**config.mk**
```make
export PLATFORM = sky130hd
export DESIGN_NAME = byte_ring_fifo_top
export DESIGN_NICKNAME = d
export VERILOG_FILES = /design/src/rtl/brf_pkg.sv /design/src/rtl/brf_ctrl.sv /design/src/rtl/brf_datapath.sv /design/src/rtl/byte_ring_fifo_top.sv
export VERILOG_INCLUDE_DIRS = /design/src /design/src/rtl
export SDC_FILE = /design/constraint.sdc
export NUM_CORES = 2
export LEC_CHECK = 0
export BUFFER_PORTS_ARGS = -buffer_cell sky130_fd_sc_hd__buf_4
export CAP_MARGIN = 0
export CORE_ASPECT_RATIO = 1.2
export CORE_UTILIZATION = 25
export CTS_CLUSTER_DIAMETER = 200
export DETAILED_ROUTE_END_ITERATION = 7
export SYNTH_ARGS = -nofsm -noshare
export SYNTH_HDL_FRONTEND = slang
export SYNTH_HIERARCHICAL = 1
export SYNTH_SLANG_ARGS = --single-unit
```
**constraint.sdc**
```tcl
create_clock -name aclk -period 6.6 [get_ports aclk]
set_input_delay 0.99 -clock aclk [delete_from_list [all_inputs] [get_ports aclk]]
set_output_delay 0.99 -clock aclk [all_outputs]
set_load 0.01 [all_outputs]
```
**src/rtl/byte_ring_fifo_top_defines.svh**
```systemverilog
// Assertion macros shared by the byte ring FIFO RTL.
// No dependencies; included by modules that carry assertions.
`ifndef BYTE_RING_FIFO_TOP_DEFINES_SVH
`define BYTE_RING_FIFO_TOP_DEFINES_SVH

// clocked check, off while reset is asserted
`define BRF_ASSERT(lbl, prop, msg) \
    lbl: assert property (@(posedge aclk) disable iff (!aresetn) prop) else $error(msg);

// clocked check with an explicit enable term
`define BRF_ASSERT_IF(lbl, en, prop, msg) \
    lbl: assert property (@(posedge aclk) disable iff (!aresetn) (en) |-> (prop)) \
        else $error(msg);

`endif

```
**src/rtl/brf_pkg.sv**
```systemverilog
// Package for the byte ring FIFO: sizes, operation codes, FSM states and
// the controller-to-datapath command struct. No dependencies.
package brf_pkg;

    localparam int DEPTH  = 256;
    localparam int ADDR_W = $clog2(DEPTH);
    localparam int CNT_W  = $clog2(DEPTH + 1);
    localparam int MODE_W = 3;
    localparam int BYTE_W = 8;

    localparam int S_TDATA_W = ((BYTE_W + CNT_W + 7) / 8) * 8;
    localparam int RES_W     = 1 + BYTE_W + CNT_W + CNT_W + 1 + 1;
    localparam int M_TDATA_W = ((RES_W + 7) / 8) * 8;

    typedef enum logic [MODE_W-1:0] {
        MODE_ENQ,
        MODE_DEQ,
        MODE_PEEK,
        MODE_DISC,
        MODE_CLR
    } mode_t;

    typedef enum logic [1:0] {
        ST_IDLE,
        ST_EXEC
    } state_t;

    typedef struct packed {
        logic load;
        logic exec;
    } ctl_cmd_t;

endpackage

```
**src/rtl/brf_ctrl.sv**
```systemverilog
// Transfer sequencer of the byte ring FIFO: accept, execute, deliver.
// Depends on brf_pkg and byte_ring_fifo_top_defines.svh.
`include "byte_ring_fifo_top_defines.svh"

module brf_ctrl
    import brf_pkg::*;
(
    input  logic     aclk,
    input  logic     aresetn,
    input  logic     s_tvalid,
    output logic     s_tready,
    output logic     m_tvalid,
    input  logic     m_tready,
    output ctl_cmd_t cmd
);

    state_t state_reg, state_next;
    logic   out_valid_reg, out_valid_next;

    always_ff @(posedge aclk) begin
        if (!aresetn) begin
            state_reg     <= ST_IDLE;
            out_valid_reg <= 1'b0;
        end else begin
            state_reg     <= state_next;
            out_valid_reg <= out_valid_next;
        end
    end

    always_comb begin
        state_next     = state_reg;
        out_valid_next = out_valid_reg;
        s_tready       = 1'b0;
        cmd            = '0;
        if (out_valid_reg && m_tready) begin
            out_valid_next = 1'b0;
        end
        case (state_reg)
            ST_IDLE: begin
                s_tready = 1'b1;
                if (s_tvalid) begin
                    cmd.load   = 1'b1;
                    state_next = ST_EXEC;
                end
            end
            ST_EXEC: begin
                // result register must be free or emptied at this edge
                if (!out_valid_reg || m_tready) begin
                    cmd.exec       = 1'b1;
                    out_valid_next = 1'b1;
                    state_next     = ST_IDLE;
                end
            end
            default: begin
                state_next = ST_IDLE;
            end
        endcase
    end

    assign m_tvalid = out_valid_reg;

    `BRF_ASSERT_IF(a_exec_free, cmd.exec, !m_tvalid || m_tready, "result overwritten before transfer")
    `BRF_ASSERT_IF(a_exec_out, cmd.exec, ##1 m_tvalid, "executed item not presented")
    `BRF_ASSERT_IF(a_hold_valid, m_tvalid && !m_tready, ##1 m_tvalid, "result withdrawn early")

endmodule

```
**src/rtl/brf_datapath.sv**
```systemverilog
// Datapath of the byte ring FIFO: capacity register, head and fill, byte store,
// ring index wrap, result register. Depends on brf_pkg, byte_ring_fifo_top_defines.svh.
`include "byte_ring_fifo_top_defines.svh"

module brf_datapath
    import brf_pkg::*;
(
    input  logic                 aclk,
    input  logic                 aresetn,
    input  ctl_cmd_t             cmd,
    input  logic [MODE_W-1:0]    op_mode,
    input  logic [BYTE_W-1:0]    op_data,
    input  logic [CNT_W-1:0]     op_count,
    input  logic                 cfg_write,
    input  logic [CNT_W-1:0]     cfg_value,
    output logic [RES_W-1:0]     result
);

    localparam logic [CNT_W-1:0] DEPTH_C = CNT_W'(DEPTH);
    localparam logic [CNT_W-1:0] ONE_C   = CNT_W'(1);

    logic [BYTE_W-1:0] mem [DEPTH];

    logic [CNT_W-1:0]  cap_reg;
    logic [ADDR_W-1:0] head_reg, head_next;
    logic [CNT_W-1:0]  fill_reg, fill_next;
    logic [MODE_W-1:0] mode_reg;
    logic [BYTE_W-1:0] din_reg;
    logic [CNT_W-1:0]  cnt_reg;
    logic [BYTE_W-1:0] rd_reg;
    logic [RES_W-1:0]  res_reg, res_next;

    logic [CNT_W-1:0]  cap_eff;
    logic [CNT_W-1:0]  step;
    logic [CNT_W:0]    sum;
    logic [CNT_W:0]    wrapped;
    logic [CNT_W-1:0]  rem;
    logic              ok;
    logic              wr_en;
    logic [BYTE_W-1:0] dout;

    assign cap_eff = (cap_reg == '0) ? ONE_C : ((cap_reg > DEPTH_C) ? DEPTH_C : cap_reg);
    assign rem     = (cnt_reg > fill_reg) ? fill_reg : cnt_reg;

    always_comb begin
        case (mode_reg)
            MODE_ENQ: step = fill_reg;
            MODE_DEQ: step = ONE_C;
            default:  step = rem;
        endcase
    end

    // head < cap and step <= cap, so one subtract wraps the index
    assign sum     = {1'b0, CNT_W'(head_reg)} + {1'b0, step};
    assign wrapped = (sum >= {1'b0, cap_eff}) ? (sum - {1'b0, cap_eff}) : sum;

    always_comb begin
        ok        = 1'b0;
        wr_en     = 1'b0;
        dout      = '0;
        head_next = head_reg;
        fill_next = fill_reg;
        case (mode_reg)
            MODE_ENQ: begin
                if (fill_reg < cap_eff) begin
                    ok        = 1'b1;
                    wr_en     = 1'b1;
                    fill_next = fill_reg + ONE_C;
                end
            end
            MODE_DEQ: begin
                if (fill_reg != '0) begin
                    ok        = 1'b1;
                    dout      = rd_reg;
                    fill_next = fill_reg - ONE_C;
                    head_next = (fill_next == '0) ? '0 : wrapped[ADDR_W-1:0];
                end
            end
            MODE_PEEK: begin
                if (fill_reg != '0) begin
                    ok   = 1'b1;
                    dout = rd_reg;
                end
            end
            MODE_DISC: begin
                ok        = 1'b1;
                fill_next = fill_reg - rem;
                head_next = (fill_next == '0) ? '0 : wrapped[ADDR_W-1:0];
            end
            MODE_CLR: begin
                ok        = 1'b1;
                fill_next = '0;
                head_next = '0;
            end
            default: begin
                ok = 1'b0;
            end
        endcase
    end

    always_comb begin
        res_next = {(fill_next == cap_eff),
                    (fill_next == '0),
                    fill_next,
                    ((mode_reg == MODE_DISC) ? rem : CNT_W'(0)),
                    dout,
                    ok};
    end

    always_ff @(posedge aclk) begin
        if (!aresetn) begin
            cap_reg  <= DEPTH_C;
            head_reg <= '0;
            fill_reg <= '0;
        end else if (cfg_write) begin
            cap_reg  <= cfg_value;
            head_reg <= '0;
            fill_reg <= '0;
        end else if (cmd.exec) begin
            head_reg <= head_next;
            fill_reg <= fill_next;
        end
    end

    always_ff @(posedge aclk) begin
        if (cmd.load) begin
            mode_reg <= op_mode;
            din_reg  <= op_data;
            cnt_reg  <= op_count;
        end
        if (cmd.exec) begin
            res_reg <= res_next;
        end
    end

    always_ff @(posedge aclk) begin
        rd_reg <= mem[head_reg];
        if (cmd.exec && wr_en) begin
            mem[wrapped[ADDR_W-1:0]] <= din_reg;
        end
    end

    assign result = res_reg;

    `BRF_ASSERT(a_fill_cap, fill_reg <= cap_eff, "fill exceeds ring capacity")
    `BRF_ASSERT_IF(a_head_zero, fill_reg == '0, head_reg == '0, "head not zero on empty ring")
    `BRF_ASSERT_IF(a_head_cap, fill_reg != '0, CNT_W'(head_reg) < cap_eff, "head outside ring")

endmodule

```
**src/rtl/byte_ring_fifo_top.sv**
```systemverilog
// Top level of the byte ring FIFO: stream ports, config port, controller
// and datapath. Depends on brf_pkg, brf_ctrl and brf_datapath.
//
// One operation (enqueue, dequeue, peek, discard, clear) per input transfer,
// one result transfer per operation. The accepting cycle latches the operation
// and reads the byte store at the head; the execute state then runs it, updating
// head and fill and loading the result register, from which the result is
// offered. The controller takes the next item while a result is on offer, but
// not while an item is in the execute state, which waits on the registered
// store read. If the previous result is still untaken, a latched item waits
// in the execute state and s_tready stays low until it runs.
// Writing capacity (cfg_data, 0 acts as 1, above 256 acts as 256) empties the
// FIFO; write it only while no operation is in flight.

module byte_ring_fifo_top
    import brf_pkg::*;
(
    input  logic                  aclk,
    input  logic                  aresetn,
    input  logic                  s_tvalid,
    output logic                  s_tready,
    input  logic [S_TDATA_W-1:0]  s_tdata,   // data_in[7:0], count[16:8], zero pad
    input  logic [MODE_W-1:0]     s_tuser,   // mode[2:0]
    output logic                  m_tvalid,
    input  logic                  m_tready,
    // ok[0], data_out[8:1], removed[17:9], level[26:18], is_empty[27],
    // is_full[28], zero pad
    output logic [M_TDATA_W-1:0]  m_tdata,
    input  logic                  cfg_valid,
    output logic                  cfg_ready,
    input  logic [CNT_W-1:0]      cfg_data
);

    ctl_cmd_t          cmd;
    logic [RES_W-1:0]  result;

    assign cfg_ready = 1'b1;

    brf_ctrl u_ctrl (
        .aclk     (aclk),
        .aresetn  (aresetn),
        .s_tvalid (s_tvalid),
        .s_tready (s_tready),
        .m_tvalid (m_tvalid),
        .m_tready (m_tready),
        .cmd      (cmd)
    );

    brf_datapath u_dp (
        .aclk      (aclk),
        .aresetn   (aresetn),
        .cmd       (cmd),
        .op_mode   (s_tuser),
        .op_data   (s_tdata[BYTE_W-1:0]),
        .op_count  (s_tdata[BYTE_W+CNT_W-1:BYTE_W]),
        .cfg_write (cfg_valid && cfg_ready),
        .cfg_value (cfg_data),
        .result    (result)
    );

    assign m_tdata = {{(M_TDATA_W-RES_W){1'b0}}, result};

endmodule

```
# Yosys cells after proc, flatten, opt, wreduce, memory -nomap -nowiden
# Memory sizes are Yosys's and may differ from the RTL's. A register that Yosys moved wholly into a read port is not among the register bits.
# Index checks and enable logic that the tools add are counted.
op_classes:
  n_addsub: 5
  order_cmp: 4
  n_eq_ne: 9
  n_mux: 29
  bitwise_logic: 1
  reduce_logical: 18
op_table:
  columns: ["operator", "n"]
  rows:
  - ["$mux 9", 5]
  - ["$logic_not 9->1", 4]
  - ["$pmux 9 s4", 1]
  - ["$mux 8", 4]
  - ["$pmux 8 s3", 1]
  - ["$pmux 9 s2", 1]
  - ["$mux 1", 13]
  - ["$add 8x9->10", 1]
  - ["$ge 10x9->1", 1]
  - ["$add 9x1->9 const B", 1]
  - ["$eq 9x9->1", 1]
  - ["$gt 9x9->1", 1]
  - ["$gt 9x9->1 const B", 1]
  - ["$lt 9x9->1", 1]
  - ["$reduce_bool 9->1", 1]
  - ["$sub 9x1->9 const B", 1]
  - ["$sub 9x9->9", 1]
  - ["$sub 8x8->8", 1]
  - ["$eq 3x2->1 const B", 2]
  - ["$reduce_or 2->1", 3]
  - ["$mux 2", 2]
  - ["$ne 2x1->1 const B", 2]
  - ["$pmux 2 s2", 1]
  - ["$reduce_and 2->1", 2]
  - ["other kinds (13)", 14]
totals:
  reg_bits: 78
  ramBits: 2048
  in_bits: 41
  output_inout_bits: 35
  n_memories: 1
memory_table:
  columns: ["name", "depth", "width", "read_ports", "rd_ports_with_merged_regs", "wr", "line_no", "rtl"]
  rows:
  - ["u_dp.mem", 256, 8, 1, 1, 1, "brf_datapath.sv:22", "logic [BYTE_W-1:0] mem [DEPTH];"]

# Depth between registers and ports, before layout
logic_depth:
  depth_word: 9
  ltp_mapped: 32
  depth_no_buf: 27

# By module
# The synthesis kept the hierarchy.
modules_own_cells:
  columns: ["mod", "instances", "cells_per_inst", "area_each_um2", "seq_area_each_um2"]
  rows:
  - ["brf_datapath", 1, 3879, 84875.2, 63651.0]
  - ["brf_ctrl", 1, 9, 102.6, 40.0]
  - ["byte_ring_fifo_top", 1, 6, 37.5, 0.0]

# Least setup slack after synthesis
# Ideal clock, no wire load.
synth_path:
  path_kind: "register -> register"
  start: "reg u_dp.fill_reg[5]"
  end: "mem u_dp.mem[139][0] (enable)"
  arrival_ns: 6.292
  slack_ns: -0.062
  stages_incl_launch_ff: 29
  path_buffers: 3
  synth_period_minus_slack_ns: 6.662
  path_cell_list: "dfxtp_1 > clkbuf_1 > clkinv_1 > ha_1 > nand4_1 > a211oi_1 > a211o_1 > nand2_1 > clkbuf_1 > nor2_1 > a21oi_1 > o22ai_1 > ha_1 > o21ai_0 > inv_1 > a21oi_1 > nor2b_1 > o21a_1 > or3_1 > and2_1 > ha_1 > nand3_1 > nand2_1 > a41o_1 > or4_1 > a211oi_1 > nand3_1 > buf_2 > nor2_1"
synth_between:
  elab_chain_len: 6
  elab_cells_between_ends: 13
  cone_classes: "add/sub: 2; order compare: 3; mux: 7; reduce/logical: 1"
synth_lines:
  columns: ["element", "line_no", "rtl"]
  rows:
  - ["start: declaration", "brf_datapath.sv:26", "logic [CNT_W-1:0] fill_reg, fill_next;"]
  - ["start signal: assignment", "brf_datapath.sv:121", "fill_reg <= fill_next;"]
  - ["$gt 9x9->1 / $lt 9x9->1 (equally long branches)", "brf_datapath.sv:43, brf_datapath.sv:65", null]
  - ["$mux 9 / $mux 1 (equally long branches)", "brf_datapath.sv:43, brf_datapath.sv:65", null]
  - ["$pmux 9 s2 / $mux 1 (equally long branches)", "brf_datapath.sv:46, brf_datapath.sv:63", null]
  - ["$add 8x9->10 / $logic_and 1x1->1 (equally long branches)", "brf_datapath.sv:54, brf_datapath.sv:138", null]
  - ["$sub 8x8->8 (tied with other cells)", "brf_datapath.sv:55", "assign wrapped = (sum >= {1'b0, cap_eff}) ? (sum - {1'b0, cap_eff}) : sum;"]
  - ["$mux 8 / $mux 1 (equally long branches)", "brf_datapath.sv:55, brf_datapath.sv:139", null]
  - ["end: declaration", "brf_datapath.sv:22", null]
# Parallel ways exist; a longest one is shown, timed or not.

# Final worst setup path
layout_path:
  start: "reg u_dp.fill_reg[6]"
  end: "mem u_dp.mem[16][7] (enable)"
# Same word-level chain as after synthesis.

==> flow_metrics.tcl <==
set metrics [dict create \
    status "completed" \
    slowest_delay_ns 0.53 \
    io_buffers 64 \
    final_antenna_net_count 0 \
    synth-main-ff-cell "edfxtp_1" \
    internal_power_uw 21400 \
    numCtsBuffers 198 \
    cts.clk_slew.worst_paths_ns 0.06 \
    dieHeight_um 641 \
    ys_ff_latch 2133 \
    ys_types 88 \
    mostFrequentLayoutCell "edfxtp_1" \
    place_congestion 0.860 \
    antenna_found_initial 5 \
    switching_share 0.209 \
    syn_inst 3894 \
    firstDrtPassIters 5 \
    htree_num_levels 4 \
    powerDensity_mw_per_mm2 269 \
    largest_reg_flops 2048 \
    grt_pass1_vias 42200 \
    p_sw_uw 5650 \
    maxCapViolCount 0 \
    timing.rr.end "u_dp/mem[16][7]" \
    stdcell_area_mm2 0.100 \
    whs_endpoint "u_dp/din_reg[0]" \
    drcViolationCount 0 \
    dieWidth_um 534 \
    setup-violations-final 0 \
    syn_avg_cell_area_um2 21.8 \
    worstMarginPinSlew_ns 1.43 \
    period_needed_ns 6.34 \
    drt-initial-drc-count 3998 \
    holdCritStartpoint "s_tdata[0]" \
    synth_enable_flop_cells 2097 \
    cts_hold_buf 0 \
    synth.yosys.seq_area_share 0.749 \
    clkLatencyLatePin_ns 0.86 \
    clock.fmax_ghz 0.158 \
    cts_root_buffer "clkbuf_16" \
    yosys_warnings 6 \
    pre_cts_slack_ns -0.0702 \
    worst-r2r-cell-count 29 \
    hold_depth 1 \
    grt.overflow.total 0 \
    critical_path_class "reg -> reg" \
    grt_util_all_layers 0.117 \
    nNetsFinal 4509 \
    cts_buffer_depth 4 \
    cp-end-kind "flop" \
    areaGrowthSynthToFinish_pct 18.1 \
    whs_ns 0.316 \
    final_cell_mix "2097 x edfxtp_1, 680 x mux4_2, 503 x buf_4, 280 x nor2_1, 202 x clkbuf_16" \
    p_seq_frac 0.553 \
    cts.sinks 2133 \
    fp-row-count 234 \
    cp_max_fo 8 \
    vias 41200 \
    drive_gt1_frac 0.345 \
    tritoncts "done" \
    synth_area_mm2 0.0850 \
    arrival_ns 6.88 \
    hold_violations 0 \
    power.share.clock 0.405 \
    utilization 0.297 \
    worstSetupStartpointType "flop" \
    setup_slack_ns 0.265 \
    crit_slowest_cell "or4_1" \
    crit_required_ns 7.14 \
    io_pins 76 \
    grt_max_degree 209 \
    num-fill-cells 32800 \
    rr_startpoint "u_dp/fill_reg[6]" \
    fin_skew_ns 0.0444 \
    dpl_cell_area_mm2 0.0941 \
    maxSlewViolCount 0 \
    crit_start "u_dp/fill_reg[6]" \
    grt_pass1_wl_um 299000 \
    die_area_mm2 0.342 \
    slew_headroom 0.0445 \
    r2r_setup_slack_ns 0.26 \
    period_share 0.960 \
    via_per_inst 4.55 \
    totalWireLength_um 204000 \
    combPwrFrac 0.042 \
    hold_class "in -> reg" \
    ir_drop_mv 0.238 \
    place.detailed.hpwl_um 124000 \
    initial_core_util 0.251 \
    coreArea_mm2 0.338 \
    synth-async-reset-ratio 0 \
    routedWlPerCell_um 22.5 \
    power_leakage_uw 0.0301 \
]
==> cell type report <==
cell class / instances / area [um2] / share of cell area
Tap cell: 4484 / 5610 / 0.0559
Clock buffer: 258 / 5290 / 0.0527
Clock inverter: 93 / 753 / 0.00751
Multi-Input combinational cell: 1510 / 20400 / 0.203
Antenna cell: 1 / 2.50 / 0.0000249
Sequential cell: 2133 / 63700 / 0.635
Timing Repair Buffer: 538 / 4480 / 0.0446
Inverter: 38 / 143 / 0.00142
==> per-layer routing <==
layer	up-vias	wire, um	GRT usage
met5	-	0	0
met2	1290	105000	0.208
li1	17400	-	-
met1	22300	81800	0.149
met4	0	6000	0.0353
met3	308	10300	0.0132
==> cell families after synthesis <==
kind of cell,share of synthesized area
compound gates,0.0168
xor+xnor,0.00309
fa+ha+maj,0.00748
buf+inv,0.0132
flops,0.749
mux,0.183
other cells,0.0000883
simple gates,0.0268
==> critical path: cells and delay by family, from the launching register on <==
kind / cells / cell delay (ns)
buf+inv: 4 / 0.64
fa+ha+maj: 3 / 0.91
flops: 1 / 0.34
simple gates: 11 / 1.92
compound gates: 11 / 2.22
==> power by group through the flow <==
stage | logic (uW) | clock network (uW) | registers (uW)
after floorplan | 498 | 0 | 15400
after global placement | 1100 | 0 | 15200
after detailed placement | 1130 | 0 | 15200
after CTS | 1140 | 11200 | 14900
after global routing | 1230 | 11600 | 14900
final | 1140 | 10900 | 14900
==> through the flow <==
stage | cells | setup TNS (ns) | total power [uW]
6_report | 9055 | 0 | 27000
4_1_cts | 9054 | 0 | 27300
3_3_place_gp | 8703 | -25.29 | 16300
2_1_floorplan | 3896 | -4.97 | 15900
5_1_grt | 9055 | -1.49 | 27800
3_5_place_dp | 8703 | -3.44 | 16400
==> how the worst max path moves through the flow <==
stage / depth (start not counted) / endpoint
2_1_floorplan: 28 / u_dp/mem[139][0]
5_1_grt: 30 / u_dp/mem[3][1]
3_3_place_gp: 29 / u_dp/mem[106][4]
4_1_cts: 27 / u_dp/mem[63][7]
6_report: 29 / u_dp/mem[16][7]
3_5_place_dp: 27 / u_dp/mem[42][1]
==> synthesized netlist by cell type (7+ instances only) <==
| master | number | area [um2] |
|---|---|---|
| edfxtp_1 | 2097 | 63000 |
| mux4_2 | 680 | 15300 |
| nor2_1 | 319 | 1200 |
| clkbuf_1 | 99 | 372 |
| buf_2 | 66 | 330 |
| nand2_1 | 63 | 236 |
| a21oi_1 | 54 | 270 |
| ha_1 | 46 | 576 |
| dfxtp_1 | 36 | 721 |
| inv_1 | 32 | 120 |
| o21ai_0 | 31 | 155 |
| buf_1 | 29 | 109 |
| nand3_1 | 23 | 115 |
| nor2b_1 | 21 | 131 |
| mux2i_1 | 20 | 200 |
| buf_4 | 18 | 135 |
| xnor2_1 | 17 | 149 |
| and2_1 | 13 | 81.3 |
| nor3_1 | 13 | 65.1 |
| xor2_1 | 13 | 114 |
| a211oi_1 | 12 | 90.1 |
| a22oi_1 | 11 | 82.6 |
| nand4_1 | 11 | 68.8 |
| o21ai_1 | 9 | 45.0 |
| a21o_1 | 8 | 60.1 |
| o21a_1 | 8 | 60.1 |
| o21ai_2 | 8 | 70.1 |
| nor4_1 | 7 | 43.8 |
==> what timing repair did <==
item / CTS / global route
setup buffers: 0 / 0
gates cloned: 0 / 0
endpoints found under the hold margin: 0 / 0
setup endpoints to repair: 352 / 2044
gates resized for setup: 18 / 38
(Power assumes the default switching activity.)
